===== config.mk =====
export PLATFORM = sky130hd
export DESIGN_NAME = mmg_cordic
export DESIGN_NICKNAME = d
export VERILOG_FILES = /design/src/rtl/mmg_pkg.sv /design/src/rtl/mmg_cordic.sv
export SDC_FILE = /design/constraint.sdc
export NUM_CORES = 2
export LEC_CHECK = 0
export BUFFER_PORTS_ARGS = -buffer_cell sky130_fd_sc_hd__buf_4
export CAP_MARGIN = 20
export CORE_ASPECT_RATIO = 0.9
export CORE_MARGIN = 3
export CORE_UTILIZATION = 43
export CTS_CLUSTER_DIAMETER = 60
export CTS_CLUSTER_SIZE = 16
export DETAILED_ROUTE_END_ITERATION = 8
export HOLD_SLACK_MARGIN = 0.03
export PLACE_DENSITY_LB_ADDON = 0.15
export SETUP_SLACK_MARGIN = 0.02
export SLEW_MARGIN = 20
export SYNTH_ARGS = -nofsm -noshare
export SYNTH_HDL_FRONTEND = slang
export SYNTH_SLANG_ARGS = --single-unit
export TNS_END_PERCENT = 10

===== constraint.sdc =====
create_clock -name clk -period 6.19 [get_ports clk]
set_input_delay 0.9285 -clock clk [delete_from_list [all_inputs] [get_ports clk]]
set_output_delay 0.9285 -clock clk [all_outputs]
set_load 0.05 [all_outputs]

===== src/rtl/mmg_pkg.sv =====
// ----------------------------------------------------------------------------
// mmg_pkg: shared types, constants and helpers of the model matrix generator
// Fixed-point constants (Q.30), the CORDIC arctangent table and the rounded
// Q.30 product.
// ----------------------------------------------------------------------------
package mmg_pkg;

  localparam int CordicW = 34;       // CORDIC x/y/z width, Q.30 plus headroom
  localparam int TrigW   = 32;       // sine/cosine width, Q.30
  localparam int AtanEntries = 24;

  localparam logic signed [CordicW-1:0] CORDIC_GAIN = 34'sd652032874;
  localparam logic signed [34:0] Q30_PI      = 35'sd3373259426;
  localparam logic signed [34:0] Q30_HALF_PI = 35'sd1686629713;

  // Cosine and sine of one angle, Q.30
  typedef struct packed {
    logic signed [TrigW-1:0] cos;
    logic signed [TrigW-1:0] sin;
  } trig_t;

  function automatic logic signed [CordicW-1:0] atan_q30(input logic [4:0] idx);
    logic signed [CordicW-1:0] v;
    case (idx)
      5'd0:    v = 34'sh03243F6A8;
      5'd1:    v = 34'sh01DAC6705;
      5'd2:    v = 34'sh00FADBAFC;
      5'd3:    v = 34'sh007F56EA6;
      5'd4:    v = 34'sh003FEAB76;
      5'd5:    v = 34'sh001FFD55B;
      5'd6:    v = 34'sh000FFFAAA;
      5'd7:    v = 34'sh0007FFF55;
      5'd8:    v = 34'sh0003FFFEA;
      5'd9:    v = 34'sh0001FFFFD;
      5'd10:   v = 34'sh0000FFFFF;
      5'd11:   v = 34'sh00007FFFF;
      5'd12:   v = 34'sh00003FFFF;
      5'd13:   v = 34'sh00001FFFF;
      5'd14:   v = 34'sh00000FFFF;
      5'd15:   v = 34'sh000007FFF;
      5'd16:   v = 34'sh000003FFF;
      5'd17:   v = 34'sh000001FFF;
      5'd18:   v = 34'sh000000FFF;
      5'd19:   v = 34'sh0000007FF;
      5'd20:   v = 34'sh0000003FF;
      5'd21:   v = 34'sh0000001FF;
      5'd22:   v = 34'sh0000000FF;
      5'd23:   v = 34'sh00000007F;
      default: v = '0;
    endcase
    return v;
  endfunction

  // Rounded Q.30 product; magnitudes stay near 1.0 so 32 bits hold the result
  function automatic logic signed [TrigW-1:0] mulq30(input logic signed [TrigW-1:0] a,
                                                     input logic signed [TrigW-1:0] b);
    logic signed [2*TrigW-1:0] p;
    logic signed [2*TrigW-1:0] r;
    p = a * b;
    r = (p + 64'sd536870912) >>> 30;
    return r[TrigW-1:0];
  endfunction

endpackage


===== src/rtl/mmg_cordic.sv =====
// ----------------------------------------------------------------------------
// mmg_cordic: pipelined rotation-mode CORDIC
// Quadrant fold, one register stage per iteration, sign-restore stage.
// ----------------------------------------------------------------------------
module mmg_cordic #(
  parameter int ITER = 16
) (
  input  logic                clk,
  input  logic                en,
  input  logic signed [15:0]  angle,
  output mmg_pkg::trig_t      trig
);

  localparam int W = mmg_pkg::CordicW;

  logic signed [W-1:0] x [ITER+1];
  logic signed [W-1:0] y [ITER+1];
  logic signed [W-1:0] z [ITER+1];
  logic                flip [ITER+1];

  logic signed [34:0]  za;
  logic signed [34:0]  zf;
  logic                fold;
  logic signed [W-1:0] xo;
  logic signed [W-1:0] yo;

  // widen Q3.13 to Q.30 and fold into the range of convergence
  assign za = {{2{angle[15]}}, angle, 17'b0};
  always_comb begin
    fold = 1'b0;
    zf   = za;
    if (za > mmg_pkg::Q30_HALF_PI) begin
      fold = 1'b1;
      zf   = za - mmg_pkg::Q30_PI;
    end else if (za < -mmg_pkg::Q30_HALF_PI) begin
      fold = 1'b1;
      zf   = za + mmg_pkg::Q30_PI;
    end
  end

  always_ff @(posedge clk) begin
    if (en) begin
      x[0]    <= mmg_pkg::CORDIC_GAIN;
      y[0]    <= '0;
      z[0]    <= zf[W-1:0];
      flip[0] <= fold;
    end
  end

  for (genvar i = 0; i < ITER; i++) begin : g_iter
    always_ff @(posedge clk) begin
      if (en) begin
        flip[i+1] <= flip[i];
        if (!z[i][W-1]) begin
          x[i+1] <= x[i] - (y[i] >>> i);
          y[i+1] <= y[i] + (x[i] >>> i);
          z[i+1] <= z[i] - mmg_pkg::atan_q30(5'(i));
        end else begin
          x[i+1] <= x[i] + (y[i] >>> i);
          y[i+1] <= y[i] - (x[i] >>> i);
          z[i+1] <= z[i] + mmg_pkg::atan_q30(5'(i));
        end
      end
    end
  end

  // undo the fold by negating both results
  assign xo = flip[ITER] ? -x[ITER] : x[ITER];
  assign yo = flip[ITER] ? -y[ITER] : y[ITER];

  always_ff @(posedge clk) begin
    if (en) begin
      trig.cos <= xo[mmg_pkg::TrigW-1:0];
      trig.sin <= yo[mmg_pkg::TrigW-1:0];
    end
  end

endmodule


# Word level (Yosys, flattened, before mapping)
# Memory sizes are Yosys's and may differ from the RTL's.
# Cells that the tools add are included.
[op_classes] addsub=99 n_lt_le_gt_ge=2 muxes=152 bitwise_logic=48
[ops] cell="$mux 34" count=50
[ops] cell="$mux 1" count=100
[ops] cell="$add 34x19->34" count=2
[ops] cell="$add 34x20->34" count=2
[ops] cell="$add 34x21->34" count=2
[ops] cell="$add 34x22->34" count=2
[ops] cell="$add 34x23->34" count=2
[ops] cell="$add 34x24->34" count=2
[ops] cell="$add 34x25->34" count=2
[ops] cell="$add 34x26->34" count=2
[ops] cell="$add 34x27->34" count=2
[ops] cell="$add 34x28->34" count=2
[ops] cell="$add 34x29->34" count=2
[ops] cell="$add 34x30->34" count=2
[ops] cell="$add 34x31->34" count=2
[ops] cell="$add 34x32->34" count=2
[ops] cell="$add 34x33->34" count=2
[ops] cell="$sub 34x19->34" count=2
[ops] cell="$sub 34x20->34" count=2
[ops] cell="$sub 34x21->34" count=2
[ops] cell="$sub 34x22->34" count=2
[ops] cell="$sub 34x23->34" count=2
[ops] cell="$sub 34x24->34" count=2
[ops] cell="$sub 34x25->34" count=2
[ops] cell="49 further kinds" count=107
[totals] regBits=64 ramBits=1751 word_cells=307 memories=4
[memory_table] name="x" depth=17 word_bits=34 read_ports=17 rd_ports_with_merged_regs=0 write_ports=17 line="mmg_cordic.sv:16" rtl="logic signed [W-1:0] x [ITER+1];"
[memory_table] name="y" depth=17 word_bits=34 read_ports=17 rd_ports_with_merged_regs=0 write_ports=17 line="mmg_cordic.sv:17" rtl="logic signed [W-1:0] y [ITER+1];"
[memory_table] name="z" depth=17 word_bits=34 read_ports=16 rd_ports_with_merged_regs=0 write_ports=17 line="mmg_cordic.sv:18" rtl="logic signed [W-1:0] z [ITER+1];"
[memory_table] name="flip" depth=17 word_bits=1 read_ports=17 rd_ports_with_merged_regs=0 write_ports=17 line="mmg_cordic.sv:19" rtl="logic flip [ITER+1];"

# Logic depth before layout (Yosys ltp)
# An unclocked memory read counts as a cell.
[depth] word_depth=5 mapped_depth=23 ltp_nobuf=22

# Least setup slack after synthesis
# OpenSTA, ideal clock, no wires.
[synth_timing] path_type="input-to-reg" from="in en" to="mem z[9][33] (netlist name), data pin" arrival_time_ns=5.523 t_required_ns=5.932 path_slack_ns=0.409 cell_stages=18 n_path_buf=4 cell_sequence="clkbuf_1 -> clkbuf_1 -> nand2_1 -> inv_1 -> clkbuf_1 -> buf_1 -> ha_1 -> a211o_1 -> a2111oi_0 -> nor3_1 -> o2111ai_1 -> a21o_1 -> a31oi_1 -> o41a_1 -> o221ai_1 -> o21ai_0 -> a21oi_1 -> xnor2_1"
[synth_rtl] item="start: declaration" line="mmg_cordic.sv:9" rtl="input logic en,"
[synth_rtl] item="end: declaration" line="mmg_cordic.sv:18"

==> summary.md <==
| Metric | Value |
|---|---|
| Top delay family on crit path | `compound AO/OA/AOI/OAI gates` |
| Worst slew pin tran | `1.02 ns` |
| DP Wirelength | `278,000 um` |
| Hold Slack | `0.379 ns` |
| Clk buf depth | `4` |
| Root Driver | `clkbuf_16` |
| Maximum fanout along the worst path | `5` |
| Tmin final | `5.93 ns` |
| TritonCTS buffer count | `180` |
| Synth warn | `0` |
| IO buf count | `81` |
| Place WS | `0.330 ns` |
| FF+latch count, synth | `1,552` |
| Met1 usage | `0.328` |
| Die W | `581 um` |
| Status | `finished clean` |
| Worst Setup Start Kind | `flop` |
| Maxcap violations | `0` |
| Routed length per placed instance | `20.1 um` |
| Initial antenna violation count | `8` |
| Synthesized net count | `14,700` |
| Unrepaired setup endpoints after global routing | `no` |
| Hold path cells | `3` |
| DRC errors left | `0` |
| Crit share post-route | `0.958` |
| Ys flop type | `edfxtp_1` |
| First-pass GRT wire length | `547,000 um` |
| Slowest stage delay, CP | `0.65 ns` |
| Post-synth EDFFs | `1,552` |
| CP required | `6.83 ns` |
| Met3 GRT Util | `0.0231` |
| Post-CTS setup buffer count | `0` |
| Remaining global-route overflow | `0` |
| Die height | `523 um` |
| Worst-skew pair later-pin latency | `0.88 ns` |
| CP bufs+invs | `2` |
| DRT iter0 DRCs | `7,532` |
| Crit-path cells | `or4_1 > or3_1 > or3_1 > nor2b_1 > nor2_1 > xor2_1 > ha_1 > and3_1 > a221oi_1 > inv_1 > a21oi_1 > o211ai_1 > a221oi_1 > buf_4 > o21ai_0 > a21o_1 > a21oi_1 > xnor2_1` |
| Syn-to-layout area delta | `9.55%` |
| I/O Pins | `82` |
| Nets | `14,800` |
| Setup Skew | `0.0514 ns` |
| Final setup vio count | `0` |
| Clock sinks | `1,552` |
| Post-synth ARST share | `0` |
| Seq/Total Area, Yosys | `0.365` |
| Pre-antenna DRT Iters | `6` |
| Hold Path Class | `in -> reg` |
| Cell area after synthesis | `128,000 sq um` |
| Relative slew slack | `0.318` |
| Kind of critical path | `reg -> reg` |
| GRT busiest layer | `met2` |
| Final RePlAce weighted congestion | `0.933` |
| Largest net degree at the start of global routing | `150` |
| Cell Rows | `189` |
| Post-synthesis average cell area | `9.71 sq um` |
| Initial Util | `0.433` |
| Crit. End Element | `flop` |
| Setup_tns | `0 ns` |
| Hold Vio Cnt, Final | `0` |
| Critical path depth in cells | `18` |
| Final Worst Setup Slack | `0.260 ns` |
| Critical Path Slowest Stage Cell | `or4_1` |
| Drt total wl | `350,000 um` |
| Syn Inst Count | `13,200` |
| Die area | `304,000 sq um` |
| Post-CTS resize count | `0` |
| Final ANT Viol Nets | `0` |
| # hold bufs at CTS | `0` |
| Register-to-Register Path Depth | `18` |
| Vias per std cell | `5.79` |
| Yosys cell types | `90` |
| CTS H-tree depth | `4` |
| Core Region | `295,000 sq um` |
| Critical Path AT | `6.57 ns` |
| Max Slew Vio Count | `0` |
| Vias in the first global route | `96,500` |
| # fillers | `27,400` |
| Clock-pin slew on the worst setup and hold paths | `0.07 ns` |
| Post-route core utilization | `0.474` |
| CTS tree | `built` |
| Vias | `101,000` |
| M2 GR Usage | `0.351` |
| Achievable Freq | `169 MHz` |
| GR Util All Layers | `0.223` |
| Share of cells above drive strength 1 | `0.0508` |
## registers in the layout (all words and copies together) (netlist names)
register,flops
y,509
trig,64
z,481
flip,16
x,482
## synthesized netlist by cell type (213+ instances only)
library cell  instances  area [sq um]
ha_1               1424         17800
nand2_1             753          2830
edfxtp_1           1552         46600
a21oi_1            1309          6550
nor2_1             1003          3760
nor3_1              275          1380
o21ai_0             754          3770
inv_1               524          1970
nand3_1             228          1140
a21o_1              661          4960
xor2_1              621          5440
o21a_1              213          1600
xnor2_1            1291         11300
## path summary, 6_finish.rpt
path	from	endpoint	slack (ns)
worst max-delay path	y[11][18]	x[12][25]	0.26
worst min-delay path	angle[1]	z[0][18]	0.38
worst max register to register	y[11][18]	x[12][25]	0.26
worst min register to register	flip[0][4]	flip[0][5]	0.42
## cells in the final DEF (no fill, tap or decap), types with 117 or more instances in the layout
cell and n:
o21ai_0 754, nor2b_1 186, xnor2_1 1291, buf_4 207, a21oi_1 1309, and3_1 120, xor2_1 621, clkbuf_16 186
inv_1 522, o31ai_1 161, edfxtp_1 1552, ha_1 1424, o21bai_1 161, nand3_1 228, a21o_1 661, nand2_1 750
nand2b_1 203, o21a_1 213, a31oi_1 127, nor3_1 275, a211oi_1 117, nor2_1 1003
## cells by family (layout without fill, tap and decap cells)
logic type	after synthesis	in the layout	synth area share
AO/OA/AOI/OAI	4055	4055	0.202
XOR/XNOR	1913	1913	0.131
adder cells (fa/ha/maj)	1470	1470	0.147
buffers and inverters	749	1072	0.0220
flip-flops	1552	1552	0.365
multiplexers	90	90	0.00735
other	0	2	0
AND/OR/NAND/NOR	3340	3340	0.127
## metal layers
layer / vias up / wire (um)
met1: 48500 / 171000
met3: 417 / 17300
met5: - / 0
li1: 49500 / -
met4: 0 / 8150
met2: 2482 / 153000
## per-stage QoR
step,cells,instance area [sq um]
3_5_place_dp,17100,134000
3_3_place_gp,17100,134000
6_report,17400,140000
4_1_cts,17400,140000
5_1_grt,17400,140000
2_1_floorplan,13200,128000
## area by class of cell
type,instances,area [sq um],area share
diodes,2,5.00,0.0000357
well taps,3915,4900,0.0350
clock buffers,191,4670,0.0334
multi-input cells,10900,78500,0.560
clock inverters,128,1630,0.0116
repair buffers,219,1790,0.0128
flip-flops and latches,1552,46600,0.333
inverters,534,2000,0.0143
## worst reg2reg max path: stages (launching register included)
cell and delay [ns]:
edfxtp_1 0.48, or4_1 0.65, or3_1 0.38, or3_1 0.38, nor2b_1 0.35, nor2_1 0.09, xor2_1 0.17, ha_1 0.32
and3_1 0.20, a221oi_1 0.47, inv_1 0.08, a21oi_1 0.44, o211ai_1 0.46, a221oi_1 0.39, buf_4 0.20, o21ai_0 0.17
a21o_1 0.21, a21oi_1 0.17, xnor2_1 0.08
Power is left out: the tool's default activity adds up to more than one toggle a clock period on the data nets, which glitch-free logic cannot reach.
